==> src/hdl/mwe_pkg.sv <==
// Shared constants and item types for the Microwire EEPROM master.
package mwe_pkg;

	localparam int ADDR_BITS  = 7;
	localparam int DATA_BITS  = 8;
	localparam int CMD_W      = ADDR_BITS + 3;
	localparam int FRAME_W    = CMD_W + DATA_BITS;
	localparam int BIT_CNT_W  = $clog2(FRAME_W + 1);
	localparam int HALF_W     = 16;
	localparam int SETTLE_W   = 24;
	localparam int CFG_IDX_W  = 2;
	localparam int CFG_DATA_W = 24;
	localparam int STEP_W     = 4;

	localparam logic [CFG_IDX_W-1:0] CFG_HALF_PERIOD  = CFG_IDX_W'(0);
	localparam logic [CFG_IDX_W-1:0] CFG_WRITE_SETTLE = CFG_IDX_W'(1);

	// start bit plus opcode
	localparam logic [2:0] OP_EXTENDED = 3'b100;
	localparam logic [2:0] OP_READ     = 3'b110;
	localparam logic [2:0] OP_WRITE    = 3'b101;
	// extended-opcode selectors
	localparam logic [1:0] EXT_EWEN = 2'b11;
	localparam logic [1:0] EXT_EWDS = 2'b00;

	localparam logic [HALF_W-1:0]   HALF_RESET   = HALF_W'(10);
	localparam logic [SETTLE_W-1:0] SETTLE_RESET = SETTLE_W'(10000);

	typedef struct packed {
		logic                 req_valid;
		logic                 mode;
		logic [ADDR_BITS-1:0] address;
		logic [DATA_BITS-1:0] write_data;
		logic                 data_in;
	} tick_t;

	typedef struct packed {
		logic                 chip_select;
		logic                 serial_clock;
		logic                 serial_out;
		logic                 busy_res;
		logic                 done_res;
		logic [DATA_BITS-1:0] read_data;
	} res_t;

	typedef struct packed {
		logic [HALF_W-1:0]   half_period_ticks;
		logic [SETTLE_W-1:0] write_settle_ticks;
	} cfg_t;

endpackage

==> src/hdl/mwe_front.sv <==
// Front end: takes tick items and holds them in a two-entry queue for the sequencer.
module mwe_front import mwe_pkg::*; (
	input  logic  clk,
	input  logic  arst_n,
	input  logic  tick_valid,
	output logic  tick_stall,
	input  tick_t tick,
	output logic  head_valid,
	output tick_t head,
	input  logic  head_pop
);

	tick_t       entry_q [2];
	logic        wr_ptr_q;
	logic        rd_ptr_q;
	logic [1:0]  count_q;
	logic        push;

	assign tick_stall = (count_q == 2'd2);
	assign push       = tick_valid && !tick_stall;
	assign head_valid = (count_q != 2'd0);
	assign head       = entry_q[rd_ptr_q];

	always_ff @(posedge clk) begin
		if (push) begin
			entry_q[wr_ptr_q] <= tick;
		end
	end

	always_ff @(posedge clk or negedge arst_n) begin
		if (!arst_n) begin
			wr_ptr_q <= 1'b0;
			rd_ptr_q <= 1'b0;
			count_q  <= 2'd0;
		end else begin
			if (push) begin
				wr_ptr_q <= !wr_ptr_q;
			end
			if (head_pop) begin
				rd_ptr_q <= !rd_ptr_q;
			end
			case ({push, head_pop})
				2'b10:   count_q <= count_q + 2'd1;
				2'b01:   count_q <= count_q - 2'd1;
				default: count_q <= count_q;
			endcase
		end
	end

endmodule

==> src/hdl/mwe_back.sv <==
// Back end: pin sequencer for the Microwire frames and the registered result stage.
module mwe_back import mwe_pkg::*; (
	input  logic  clk,
	input  logic  arst_n,
	input  cfg_t  cfg,
	input  logic  head_valid,
	input  tick_t head,
	output logic  head_pop,
	output logic  res_valid,
	input  logic  res_stall,
	output res_t  res
);

	typedef enum logic [2:0] {
		K_EWEN,
		K_EWDS,
		K_XFER,
		K_GAP,
		K_POLL,
		K_SETTLE,
		K_END
	} step_kind_t;

	function automatic step_kind_t kind_of(input logic wr, input logic [STEP_W-1:0] s);
		step_kind_t k;
		k = K_END;
		if (wr) begin
			case (s)
				STEP_W'(0): k = K_EWEN;
				STEP_W'(1): k = K_GAP;
				STEP_W'(2): k = K_XFER;
				STEP_W'(3): k = K_GAP;
				STEP_W'(4): k = K_POLL;
				STEP_W'(5): k = K_GAP;
				STEP_W'(6): k = K_EWDS;
				STEP_W'(7): k = K_SETTLE;
				default:    k = K_END;
			endcase
		end else begin
			case (s)
				STEP_W'(0): k = K_EWEN;
				STEP_W'(1): k = K_GAP;
				STEP_W'(2): k = K_XFER;
				STEP_W'(3): k = K_GAP;
				STEP_W'(4): k = K_EWDS;
				default:    k = K_END;
			endcase
		end
		return k;
	endfunction

	// sequencer state
	logic                 busy_q;
	logic [STEP_W-1:0]    step_q;
	logic                 mode_q;
	logic [ADDR_BITS-1:0] addr_q;
	logic [DATA_BITS-1:0] data_q;
	logic [FRAME_W-1:0]   out_shift_q;
	logic [DATA_BITS-1:0] in_shift_q;
	logic [BIT_CNT_W-1:0] bit_count_q;
	logic                 half_high_q;
	logic [HALF_W-1:0]    tick_div_q;
	logic [SETTLE_W-1:0]  settle_q;
	logic                 cs_q;
	logic                 sck_q;
	logic                 di_q;
	logic                 res_valid_q;
	res_t                 res_q;

	// next-state values
	logic                 n_busy;
	logic [STEP_W-1:0]    n_step;
	logic                 n_mode;
	logic [ADDR_BITS-1:0] n_addr;
	logic [DATA_BITS-1:0] n_data;
	logic [FRAME_W-1:0]   n_shift;
	logic [DATA_BITS-1:0] n_in;
	logic [BIT_CNT_W-1:0] n_bits;
	logic                 n_hh;
	logic [HALF_W-1:0]    n_tick;
	logic [SETTLE_W-1:0]  n_settle;
	logic                 n_cs;
	logic                 n_sck;
	logic                 n_di;
	logic                 n_done;
	logic [DATA_BITS-1:0] n_rd;

	step_kind_t           kind;
	step_kind_t           ent_kind;
	logic [STEP_W-1:0]    tgt;
	logic                 go;
	logic [HALF_W-1:0]    hp;
	logic [BIT_CNT_W-1:0] frame_len;
	logic                 take;

	assign take      = head_valid && (!res_valid_q || !res_stall);
	assign head_pop  = take;
	assign res_valid = res_valid_q;
	assign res       = res_q;

	assign kind      = kind_of(mode_q, step_q);
	assign hp        = (cfg.half_period_ticks == '0) ? HALF_W'(1) : cfg.half_period_ticks;
	assign frame_len = (kind == K_XFER) ? BIT_CNT_W'(FRAME_W) : BIT_CNT_W'(CMD_W);

	always_comb begin
		n_busy   = busy_q;
		n_step   = step_q;
		n_mode   = mode_q;
		n_addr   = addr_q;
		n_data   = data_q;
		n_shift  = out_shift_q;
		n_in     = in_shift_q;
		n_bits   = bit_count_q;
		n_hh     = half_high_q;
		n_tick   = tick_div_q;
		n_settle = settle_q;
		n_cs     = cs_q;
		n_sck    = sck_q;
		n_di     = di_q;
		n_done   = 1'b0;
		n_rd     = '0;
		go       = 1'b0;
		tgt      = step_q + STEP_W'(1);
		ent_kind = K_END;

		if (!busy_q) begin
			if (head.req_valid) begin
				n_mode   = head.mode;
				n_addr   = head.address;
				n_data   = head.write_data;
				n_in     = '0;
				n_settle = '0;
				go       = 1'b1;
				tgt      = '0;
			end
		end else if (kind == K_SETTLE) begin
			n_settle = settle_q + SETTLE_W'(1);
			if (n_settle >= cfg.write_settle_ticks) begin
				go = 1'b1;
			end
		end else if ({1'b0, tick_div_q} + (HALF_W+1)'(1) < {1'b0, hp}) begin
			n_tick = tick_div_q + HALF_W'(1);
		end else begin
			n_tick = '0;
			case (kind)
				K_GAP: begin
					go = 1'b1;
				end
				K_POLL: begin
					if (!half_high_q) begin
						n_hh  = 1'b1;
						n_sck = 1'b1;
					end else if (head.data_in) begin
						go = 1'b1;
					end else begin
						n_hh  = 1'b0;
						n_sck = 1'b0;
					end
				end
				K_EWEN, K_EWDS, K_XFER: begin
					if (!half_high_q) begin
						n_hh  = 1'b1;
						n_sck = 1'b1;
					end else begin
						// sample DO once the command bits are out (reads only)
						if (kind == K_XFER && !mode_q && bit_count_q >= BIT_CNT_W'(CMD_W)) begin
							n_in = {in_shift_q[DATA_BITS-2:0], head.data_in};
						end
						n_bits = bit_count_q + BIT_CNT_W'(1);
						if (n_bits >= frame_len) begin
							go = 1'b1;
						end else begin
							n_hh    = 1'b0;
							n_sck   = 1'b0;
							n_shift = {out_shift_q[FRAME_W-2:0], 1'b0};
							n_di    = n_shift[FRAME_W-1];
						end
					end
				end
				default: ;
			endcase
		end

		if (go) begin
			ent_kind = kind_of(n_mode, tgt);
			// zero settle time: skip straight to the end
			if (ent_kind == K_SETTLE && cfg.write_settle_ticks == '0) begin
				tgt      = tgt + STEP_W'(1);
				ent_kind = kind_of(n_mode, tgt);
			end
			n_step = tgt;
			n_tick = '0;
			n_busy = 1'b1;
			case (ent_kind)
				K_EWEN, K_EWDS, K_XFER: begin
					case (ent_kind)
						K_EWEN:  n_shift = {OP_EXTENDED, EXT_EWEN, {(ADDR_BITS-2){1'b0}},
							{DATA_BITS{1'b0}}};
						K_EWDS:  n_shift = {OP_EXTENDED, EXT_EWDS, {(ADDR_BITS-2){1'b0}},
							{DATA_BITS{1'b0}}};
						default: n_shift = n_mode ? {OP_WRITE, n_addr, n_data}
							: {OP_READ, n_addr, {DATA_BITS{1'b0}}};
					endcase
					n_bits = '0;
					n_hh   = 1'b0;
					n_cs   = 1'b1;
					n_sck  = 1'b0;
					n_di   = n_shift[FRAME_W-1];
				end
				K_GAP: begin
					n_cs  = 1'b0;
					n_sck = 1'b0;
					n_di  = 1'b0;
				end
				K_POLL: begin
					n_cs  = 1'b1;
					n_sck = 1'b0;
					n_di  = 1'b0;
					n_hh  = 1'b0;
				end
				K_SETTLE: begin
					n_cs     = 1'b0;
					n_sck    = 1'b0;
					n_di     = 1'b0;
					n_settle = '0;
				end
				default: begin
					n_busy = 1'b0;
					n_cs   = 1'b0;
					n_sck  = 1'b0;
					n_di   = 1'b0;
					n_done = 1'b1;
					n_rd   = n_mode ? '0 : n_in;
				end
			endcase
		end
	end

	always_ff @(posedge clk or negedge arst_n) begin
		if (!arst_n) begin
			busy_q      <= 1'b0;
			step_q      <= '0;
			mode_q      <= 1'b0;
			addr_q      <= '0;
			data_q      <= '0;
			out_shift_q <= '0;
			in_shift_q  <= '0;
			bit_count_q <= '0;
			half_high_q <= 1'b0;
			tick_div_q  <= '0;
			settle_q    <= '0;
			cs_q        <= 1'b0;
			sck_q       <= 1'b0;
			di_q        <= 1'b0;
			res_valid_q <= 1'b0;
			res_q       <= '0;
		end else begin
			if (take) begin
				busy_q      <= n_busy;
				step_q      <= n_step;
				mode_q      <= n_mode;
				addr_q      <= n_addr;
				data_q      <= n_data;
				out_shift_q <= n_shift;
				in_shift_q  <= n_in;
				bit_count_q <= n_bits;
				half_high_q <= n_hh;
				tick_div_q  <= n_tick;
				settle_q    <= n_settle;
				cs_q        <= n_cs;
				sck_q       <= n_sck;
				di_q        <= n_di;
				res_valid_q <= 1'b1;
				res_q       <= '{chip_select: n_cs, serial_clock: n_sck, serial_out: n_di,
					busy_res: n_busy, done_res: n_done, read_data: n_rd};
			end else if (!res_stall) begin
				res_valid_q <= 1'b0;
			end
		end
	end

	a_done_on_finish: assert property (@(posedge clk) disable iff (!arst_n)
		$fell(busy_q) |-> res_q.done_res)
		else $error("transaction finished without done");

	a_idle_pins_low: assert property (@(posedge clk) disable iff (!arst_n)
		!busy_q |-> (!cs_q && !sck_q && !di_q))
		else $error("pins active while idle");

	a_sck_needs_cs: assert property (@(posedge clk) disable iff (!arst_n)
		sck_q |-> cs_q)
		else $error("serial clock high with chip select low");

	a_take_fills_res: assert property (@(posedge clk) disable iff (!arst_n)
		take |=> res_valid_q)
		else $error("tick taken but no result registered");

endmodule

==> src/hdl/microwire_eeprom_master.sv <==
// Top level of the Microwire x8 EEPROM master: config registers, front queue and sequencer.
//
// Each item on the tick channel (tick_valid / tick_stall / tick) is one time
// tick: an optional read or write request plus the sampled DO pin. Every item
// yields exactly one item on the res channel (res_valid / res_stall / res)
// carrying the CS, SCK and DI pin levels after that tick, busy, done and the
// read byte (valid with done on reads).
// A request is taken only on a tick where no transaction is in progress;
// requests during a transaction are ignored.
// Throughput: one item per clock while res_stall is low. An accepted item
// is held in the two-entry input queue and then in the sequencer's result
// register before its result can be taken.
// When res_stall is high the result register holds and the sequencer waits;
// the input queue still takes up to two more items before tick_stall rises.
// Config: cfg_we with cfg_index 0 writes half_period_ticks, index 1 writes
// write_settle_ticks; other indexes are ignored. Write only while idle.
// Reset: pins low, sequencer idle, queue empty, half period 10 ticks,
// settle time 10000 ticks.
module microwire_eeprom_master import mwe_pkg::*; (
	input  logic                  clk,
	input  logic                  arst_n,
	input  logic                  cfg_we,
	input  logic [CFG_IDX_W-1:0]  cfg_index,
	input  logic [CFG_DATA_W-1:0] cfg_data,
	input  logic                  tick_valid,
	output logic                  tick_stall,
	input  tick_t                 tick,
	output logic                  res_valid,
	input  logic                  res_stall,
	output res_t                  res
);

	cfg_t  cfg_q;
	logic  head_valid;
	tick_t head;
	logic  head_pop;

	always_ff @(posedge clk or negedge arst_n) begin
		if (!arst_n) begin
			cfg_q.half_period_ticks  <= HALF_RESET;
			cfg_q.write_settle_ticks <= SETTLE_RESET;
		end else if (cfg_we) begin
			case (cfg_index)
				CFG_HALF_PERIOD:  cfg_q.half_period_ticks  <= cfg_data[HALF_W-1:0];
				CFG_WRITE_SETTLE: cfg_q.write_settle_ticks <= cfg_data[SETTLE_W-1:0];
				default: ;
			endcase
		end
	end

	mwe_front u_front (
		.clk        (clk),
		.arst_n     (arst_n),
		.tick_valid (tick_valid),
		.tick_stall (tick_stall),
		.tick       (tick),
		.head_valid (head_valid),
		.head       (head),
		.head_pop   (head_pop)
	);

	mwe_back u_back (
		.clk        (clk),
		.arst_n     (arst_n),
		.cfg        (cfg_q),
		.head_valid (head_valid),
		.head       (head),
		.head_pop   (head_pop),
		.res_valid  (res_valid),
		.res_stall  (res_stall),
		.res        (res)
	);

endmodule

==> config.mk <==
export PLATFORM = sky130hd
export DESIGN_NAME = microwire_eeprom_master
export DESIGN_NICKNAME = d
export VERILOG_FILES = /design/src/hdl/mwe_pkg.sv /design/src/hdl/mwe_front.sv /design/src/hdl/mwe_back.sv /design/src/hdl/microwire_eeprom_master.sv
export SDC_FILE = /design/constraint.sdc
export NUM_CORES = 1
export LEC_CHECK = 0
export ABC_AREA = 1
export BUFFER_PORTS_ARGS = -buffer_cell sky130_fd_sc_hd__buf_2
export CAP_MARGIN = 25
export CORE_MARGIN = 2
export CORE_UTILIZATION = 55
export CTS_BUF_LIST = sky130_fd_sc_hd__clkbuf_16
export DETAILED_ROUTE_END_ITERATION = 8
export MAX_ROUTING_LAYER = met4
export PLACE_DENSITY = 0.72
export SLEW_MARGIN = 20
export SYNTH_ARGS = -nofsm -noshare
export SYNTH_HDL_FRONTEND = slang
export SYNTH_HIERARCHICAL = 1
export SYNTH_SLANG_ARGS = --single-unit
==> constraint.sdc <==
create_clock -name clk -period 9.15 [get_ports clk]
set_input_delay 0.4575 -clock clk [delete_from_list [all_inputs] [get_ports clk]]
set_output_delay 0.4575 -clock clk [all_outputs]
set_load 0.02 [all_outputs]
Word level (Yosys, flattened, before mapping)
Memories as Yosys holds them, arrays and structs flattened.
Index checks and enable logic that the tools add are counted.
Storage, ports and cells
  register bits after elaboration: 150
  memory bits (writable): 36
  ROM bits: 72
  input bits: 49
  output and inout port bits: 15
  word-level logic and storage cells: 213
  memories: 4
Operators by class
  add/subtract/negate cells: 8
  order comparisons: 4
  eq/ne operators: 33
  mux-type cells: 103
  reduce and logical (&&, ||, !) cells: 39
Memories
  u_front.entry_q: depth 2, bits a word 18, rd ports 1, clocked after Yosys merged registers in 0, write ports 1, line mwe_front.sv:13  | tick_t entry_q [2];
  (no name shown): depth 8, bits a word 3, rd ports 1, clocked after Yosys merged registers in 0, write ports 0, line mwe_back.sv:28  | case (s)
  (no name shown): depth 8, bits a word 3, rd ports 1, clocked after Yosys merged registers in 0, write ports 0, line mwe_back.sv:28
  (no name shown): depth 8, bits a word 3, rd ports 1, clocked after Yosys merged registers in 0, write ports 0, line mwe_back.sv:28
Operators with widths (count)
  $mux 18: 8
  $mux 24: 5
  $mux 8: 12
  $mux 16: 5
  $mux 1: 42
  $mux 5: 8
  $pmux 18 s2: 1
  $pmux 3 s4: 3
  $mux 3: 9
  $add 24x1->24 const B: 1
  $eq 4x2->1 const B: 6
  $ge 24x24->1: 1
  $logic_not 24->1: 1
  $add 16x1->17 const B: 1
  $lt 17x16->1: 1
  $mux 17: 1
  $add 16x1->16 const B: 1
  $logic_not 16->1: 1
  $eq 3x3->1 const B: 5
  $mux 7: 2
  $reduce_and 7->1: 2
  $eq 3x2->1 const B: 4
  $eq 4x1->1 const B: 3
  $eq 4x3->1 const B: 3
  other kinds (29): 61

Logic depth before layout (Yosys ltp)
Gate-level depths: netlist of the first run.
  word-level depth: 22
  depth in mapped cells: 32

By module
Netlist of the first run, hierarchy kept.
Modules (own cells, without submodules)
  mwe_back: instances 1, cells an instance 1291, area each 8664.6 um2
  microwire_eeprom_master: instances 1, cells an instance 178, area each 1686.6 um2
  mwe_front: instances 1, cells an instance 121, area each 1561.5 um2

Worst setup path before layout of the first run
No wires, ideal clock.
  path type: reg2reg
  start: reg u_back.tick_div_q[0]
  end: reg u_back.out_shift_q[6]
  arrival time: 3.120 ns
  slack: 5.905 ns
  stages on the path, launching flop included: 23
  path buffers: 3
  clock period less this slack: 3.245 ns
  cell sequence: dfrtp_1 > ha_1 > nand3_1 > nor2_1 > nand3_1 > nor3_1 > nand3_1 > xnor2_1 > ha_1 > nand2_1 > inv_1 > nand3_1 > nor2_1 > nand3_1 > nand3_1 > buf_2 > nand4_1 > buf_2 > buf_4 > o21ai_1 > nand2_1 > nand3_1 > nand3_1
On the way
  longest elaborated chain between the ends: 7
  elaborated cells on any way between the ends: 10
  classes of those cells: add/sub (1); order compare (1); mux (8)
Ends and longest elaborated chain
  start: declaration: line mwe_back.sv:62  | logic [HALF_W-1:0] tick_div_q;
  start signal: assignment: line mwe_back.sv:268  | tick_div_q <= n_tick;
  $add 16x1->17 (*): line mwe_back.sv:141  | end else if ({1'b0, tick_div_q} + (HALF_W+1)'(1) < {1'b0, hp}) begin
  $lt 17x16->1 (*): line mwe_back.sv:141
  $mux 18: line mwe_back.sv:141
  $mux 18: line mwe_back.sv:136  | end else if (kind == K_SETTLE) begin
  $mux 18: line mwe_back.sv:126  | if (!busy_q) begin
  $mux 18: line mwe_back.sv:194  | case (ent_kind)
  $mux 18 (*): line mwe_back.sv:184  | if (go) begin
  end signal: assignment: line mwe_back.sv:264  | out_shift_q <= n_shift;
  end: declaration: line mwe_back.sv:58  | logic [FRAME_W-1:0] out_shift_q;
Mark *: on every way between the ends. The rest lies on a longest branch, timed or not.
A chain may end at the register's enable or synchronous reset.

Worst setup path after layout of the first run
  start: reg u_back.tick_div_q[0]
  end: reg u_back.out_shift_q[3]
The elaborated chain is that of the path after synthesis.

==> qor.yml, run 1 <==
floorplanning:
  start_util_pct: 56.3
  io_pins: 64
  core_mm2: 0.0212
  die_w_um: 151
  die_h_um: 151
  rows: 53
  dieArea_mm2: 0.0229
power_and_ir_drop:
  p_leak_nw: 6.63
  total_power_mw: 4.08
  vdd_drop_max_v: 0.000156
  power_density_mw_per_mm2: 317
grt:
  antenna_found_initial: 0
  grt_max_degree: 82
  grt_pass1_wl_um: 46400
  grt_overflow: 0
  grt_pass1_vias: 9500
  grt_usage_pct: 26.1
yosys:
  yosysUniqueCellTypes: 49
  synth-seq-cells: 185
  syn_avg_cell_area_um2: 7.49
  synth_edf_count: 36
  synth_top_area_cell: "dfrtp_1"
  ys_seq_area_share_pct: 40.4
  syn_inst: 1590
  yosys_most_used_dff: "dfrtp_1"
  synthArstFlopShare_pct: 80.5
  syn_area_mm2: 0.0119
  synth_top_cells_by_count: "474 x nand2_1, 174 x inv_1, 142 x dfrtp_1, 120 x nand3_1, 120 x o21ai_0"
  synth_top_area_share_pct: 29.8
  syn_nets: 1696
  synth.area.top_cells: "dfrtp_1 30%, nand2_1 15%, edfxtp_1 9.1%"
  synthMostInstantiatedCell: "nand2_1"
  ys.warnings.count: 6
detailed_routing:
  drt_iter0_markers: 861
  routed_wl_um: 27700
  drtPass1Iterations: 5
  vias: 10435
  avgRoutedWirePerCell_um: 14.6
  drcViolationCount: 0
  ant_nets: 0
  viasPerCell: 5.49
critical_path:
  startpoint_type: "flip-flop"
  r2r_start: "u_back/tick_div_q[0]"
  worstSetupStartpoint: "u_back/tick_div_q[0]"
  slowest_stage: "nor2_1"
  cp-end-kind: "flip-flop"
  cp_cell_sequence: "ha_1 -> nand3_1 -> nor2_1 -> nand3_1 -> nor3_1 -> xnor2_1 -> inv_1 -> ha_1 -> nand2_1 -> nor2_1 -> a211oi_1 -> nor2_1 -> nor2_1 -> nand3_1 -> nand4_1 -> nor2_1 -> nand2_1 -> nand2_1 -> nand3_1 -> nand3_1"
  critPathArrivalTime_ps: 5340
  cp.required_ps: 9540
  cp_max_fo: 20
  r2r_setup_slack_ps: 4200
  cp_slowest_stage_delay_ps: 910
  path_class: "flip-flop to flip-flop"
cts:
  cts_tree: "done"
  cts_made_buffers: 17
  clockRootBuffer: "clkbuf_16"
  cts.sinks: 185
  postCtsHoldBufs: 0
  htreeDepth: 4
  clock_latency_ps: 450
  cts_setup_buffers: 0
  clkTransAtPathRegs_ps: 90
  cts_resized: 0
  cts_buffer_depth: 2
timing:
  rsz0062_at_grt: "false"
  finalHoldViolCount: 0
  setup_violations: 0
  slew_headroom_pct: 29.2
  max_freq_mhz: 202
  fin_skew_ps: 14.4
  worstMarginPinSlew_ps: 1060
  fin_crit_sh_pct: 54.1
  fin_setup_tns_ps: 0
  min_period_ps: 4950
  slew_viol_final: 0
finish:
  drive_gt1_share_pct: 11.0
  diodes: 0
  final_util_pct: 61.0
  final_cells: 1899
  layout.nets: 1717
  syn_to_final_growth_pct: 8.27
placement:
  placedCellCount: 1866
  gp_congestion: 0.904
  io_buffers: 63
  place_hpwl_um: 19000
hold_path:
  hold_class: "input pin to async pin"
run_status:
  status: "finished clean"
job:
  max-cap-violations: 0
kinds of logic after synthesis:
group,after synthesis,share of synthesized area (%)
fa+ha+maj,57,5.99
compound gates,232,10.6
xor+xnor,37,2.72
buf+inv,261,9.37
simple gates,818,30.8
flops,185,40.4
placed cells by master, fill, tap and decap left out, drive strengths merged, types with 4 or more instances in the layout:
cell,instances
ha,57
nor3,21
dfrtp,142
nor2,109
nor4,5
edfxtp,36
xnor2,5
a211oi,4
nand4,56
o22ai,28
inv,206
xor2,32
nand2,494
o211ai,4
o21ai,146
clkbuf,17
nand3,127
dfstp,7
a21oi,41
buf,69
state kept, by name, summed over array words and instances, names as in the netlist:
name / cells
cfg_q: 40
u_front/entry_q: 36
u_back/settle_q: 24
u_back/out_shift_q: 17
u_back/tick_div_q: 16
u_back/res: 13
u_back/data_q: 8
u_back/in_shift_q: 8
u_back/addr_q: 7
u_back/bit_count_q: 5
u_back/step_q: 4
u_front/count_q: 2
u_back/half_high_q: 1
u_back/mode_q: 1
u_back/res_valid: 1
u_front/rd_ptr_q: 1
u_front/wr_ptr_q: 1
critical path: cells and delay by family (launching register included):
kind / cells / cell delay, ps
buffers and inverters: 1 / 80
and+or+nand+nor: 15 / 3630
AOI/OAI and AO/OA: 1 / 70
adders and majority gates: 2 / 550
xor gates and xnor gates: 1 / 160
DFF: 1 / 420
area by class of cell:
class | count | area, um^2
sequential | 185 | 4820
tap | 275 | 344
inverter | 194 | 732
timing repair buffer | 69 | 370
clock inverter | 15 | 226
fill | 1917 | 8260
clock buffer | 17 | 425
multi-input combinational | 1144 | 5980
through the flow:
step / cell area (um^2) / hold slack [ps] / worst slack, ps
detailed placement: 12200 / 456 / 4350
finish: 12900 / 52.3 / 4200
global placement: 12200 / 454 / 4490
CTS: 12900 / 74.4 / 4250
global route: 12900 / 112 / 3490
floorplan: 11900 / 162 / 5900
path summary, 6_finish.rpt:
kind / to / cells past startpoint
max: u_back/out_shift_q[3] / 20
min: cfg_q[29] / 1
max reg2reg: u_back/out_shift_q[3] / 20
min reg2reg: cfg_q[13] / 2
max in group asynchronous: u_back/mode_q / 2
min in group clk: u_front/entry_q[1][15] / 1
power by group:
part / leakage, nW / switching, mW / internal [mW]
Sequential: 2.27 / 0.161 / 1.06
Combinational: 4.05 / 1.42 / 0.627
Clock: 0.315 / 0.416 / 0.395
Total: 6.63 / 2.00 / 2.09
metal layers:
metal	wire, um	vias up	track usage (%)
li1	-	5265	-
met1	13300	4883	36.7
met2	12700	256	40.0
met3	1410	31	3.52
met4	374	0	7.01
met5	0	-	-
Power figures use the tool's default switching activity.
==> run 2, diff against run 1 <==
Clock period 9.15 ns to 5.15 ns, I/O delays scaled along.
==> run 2 against run 1 <==
Critical path depth up 1. Via count up 0.57%. Worst hold slack worse by 9.6 ps. Die area unchanged. Worst setup slack worse by 3400 ps. Non-clock buffer count up 22. First-iteration DRC count up 4.9%. Wire length up 1.8%.
==> qor.yml, run 2 (same netlist as run 1, synthesis figures left out) <==
cts:
  cts_buffer_depth: 2
  cts_setup_buffers: 0
  clockRootBuffer: "clkbuf_16"
  cts_resized: 0
  cts_made_buffers: 17
  cts.sinks: 185
  htreeDepth: 4
  clkTransAtPathRegs_ps: 80
  cts_tree: "done"
  clock_latency_ps: 450
  postCtsHoldBufs: 19
timing:
  layout_setup_ws_ps: 776
  min_period_ps: 4370
  slew_headroom_pct: 41.9
  setup_violations: 0
  fin_setup_tns_ps: 0
  worstMarginPinSlew_ps: 871
  rsz0062_at_grt: "false"
  fin_crit_sh_pct: 84.9
  slew_viol_final: 0
  fin_skew_ps: 18.3
  whs_ps: 42.7
  max_freq_mhz: 229
  finalHoldViolCount: 0
grt:
  grt_max_degree: 89
  grt_overflow: 0
  grt_pass1_wl_um: 46500
  antenna_found_initial: 0
  grt_usage_pct: 26.2
  grt_pass1_vias: 9555
finish:
  layout.nets: 1739
  top_register: "cfg_q"
  syn_to_final_growth_pct: 9.93
  final_cell_mix: "473 x nand2_1, 173 x inv_1, 142 x dfrtp_1, 120 x nand3_1, 120 x o21ai_0"
  final_util_pct: 61.9
  largest_reg_flops: 40
  diodes: 0
  drive_gt1_share_pct: 11.0
  top_regs: "cfg_q x40, u_front/entry_q x36, u_back/settle_q x24"
  final_common_cell: "nand2_1"
placement:
  place_hpwl_um: 19500
  io_buffers: 63
  gp_congestion: 0.876
  dp_slack_ps: 835
critical_path:
  r2r_end: "u_back/out_shift_q[12]"
  cp_max_fo: 20
  cp.required_ps: 5530
  cpMostUsedCell: "nand3_1"
  r2r_start: "u_back/tick_div_q[0]"
  slowest_stage: "nor2_1"
  timing.reg2reg.worst_path_depth: 21
  cp_cell_sequence: "ha_1 -> nand3_1 -> nor2_1 -> nand3_1 -> nor3_1 -> nand3_1 -> xnor2_1 -> ha_1 -> nand2_1 -> inv_1 -> nand3_1 -> nor2_1 -> nand3_1 -> nand3_1 -> nand4_1 -> buf_4 -> nor2_1 -> nand2_1 -> nand2_1 -> nand3_1 -> nand3_1"
  cp_top_family: "simple AND/OR/NAND/NOR gates"
  cp_slowest_stage_delay_ps: 590
  r2r_setup_slack_ps: 780
  path_class: "flip-flop to flip-flop"
  startpoint_type: "flip-flop"
  critPathArrivalTime_ps: 4760
  worst-path-buf-inv: 2
  cp-end-kind: "flip-flop"
power_and_ir_drop:
  clockPowerShare_pct: 19.1
  pwr-share-comb_pct: 50.7
  p_leak_nw: 6.71
  p_switching_mw: 3.53
  internal_power_mw: 3.70
  sequentialPowerShare_pct: 30.2
  swShare_pct: 48.9
  vdd_drop_max_v: 0.000296
  power_density_mw_per_mm2: 552
detailed_routing:
  avgRoutedWirePerCell_um: 14.7
  drcViolationCount: 0
  ant_nets: 0
  vias: 10494
  drtPass1Iterations: 6
  routed_wl_um: 28200
  viasPerCell: 5.46
  drt_iter0_markers: 903
floorplanning:
  io_pins: 64
  die_h_um: 151
  rows: 53
  core_mm2: 0.0212
  dieArea_mm2: 0.0229
  start_util_pct: 56.3
  die_w_um: 151
run_status:
  status: "finished clean"
hold_path:
  min_from: "cfg_data[3]"
  whs_path_depth: 3
  hold_path_end: "cfg_q[27]"
  hold_class: "input pin to flip-flop"
job:
  max-cap-violations: 0
==> run 2: cell types whose count changed in the layout (fill, tap and decap cells not counted) <==
cell,delta
inv_12,-4
clkinv_4,+1
buf_4,+4
clkinvlp_4,+1
inv_16,-2
inv_6,-1
dlygate4sd3_1,+19
inv_8,-1
buf_6,-1
clkinv_8,+6
==> run 2: area by class of cell <==
class                   instances  area, um^2
fillers                      1829        8060
multi-input cells            1144        5980
flip-flops and latches        185        4820
inverters                     194         732
repair buffers                 91         579
clock buffers                  17         425
well taps                     275         344
clock inverters                15         215
==> run 2: power groups by stage <==
stage | logic (mW) | registers, mW | clock network, mW
floorplan | 2.91 | 2.12 | 0
global placement | 3.51 | 2.20 | 0
detailed placement | 3.59 | 2.21 | 0
CTS | 3.63 | 2.18 | 1.40
global route | 4.13 | 2.24 | 1.46
finish | 3.67 | 2.19 | 1.38
==> run 2: through the flow <==
| step | area [um^2] | total power, mW | instances |
|---|---|---|---|
| 2_1_floorplan | 11900 | 5.03 | 1590 |
| 3_3_place_gp | 12300 | 5.71 | 1869 |
| 3_5_place_dp | 12300 | 5.80 | 1869 |
| 4_1_cts | 13100 | 7.21 | 1920 |
| 5_1_grt | 13100 | 7.82 | 1921 |
| 6_report | 13100 | 7.23 | 1921 |
==> run 2: how the worst max path moves through the flow <==
stage	to	start	slack [ps]	depth (start not counted)
2_1_floorplan	u_back/out_shift_q[6]	u_back/tick_div_q[0]	1900	22
3_3_place_gp	u_back/out_shift_q[8]	u_back/tick_div_q[0]	870	21
3_5_place_dp	u_back/out_shift_q[12]	u_back/tick_div_q[0]	840	21
4_1_cts	u_back/out_shift_q[12]	u_back/tick_div_q[0]	790	21
5_1_grt	u_back/out_shift_q[12]	u_back/tick_div_q[0]	170	19
6_report	u_back/out_shift_q[12]	u_back/tick_div_q[0]	780	21
==> run 2: routing by layer <==
layer,vias to the layer above,global-route usage [%],wire (um)
met5,-,-,0
met4,0,7.62,487
met3,40,4.16,1450
met2,294,40.6,13100
met1,4868,36.0,13200
li1,5292,-,-
==> run 2: tightest hold or removal path, stage by stage <==
cell,delay (ps)
buf_2,110
nand3_1,80
nand2_1,50
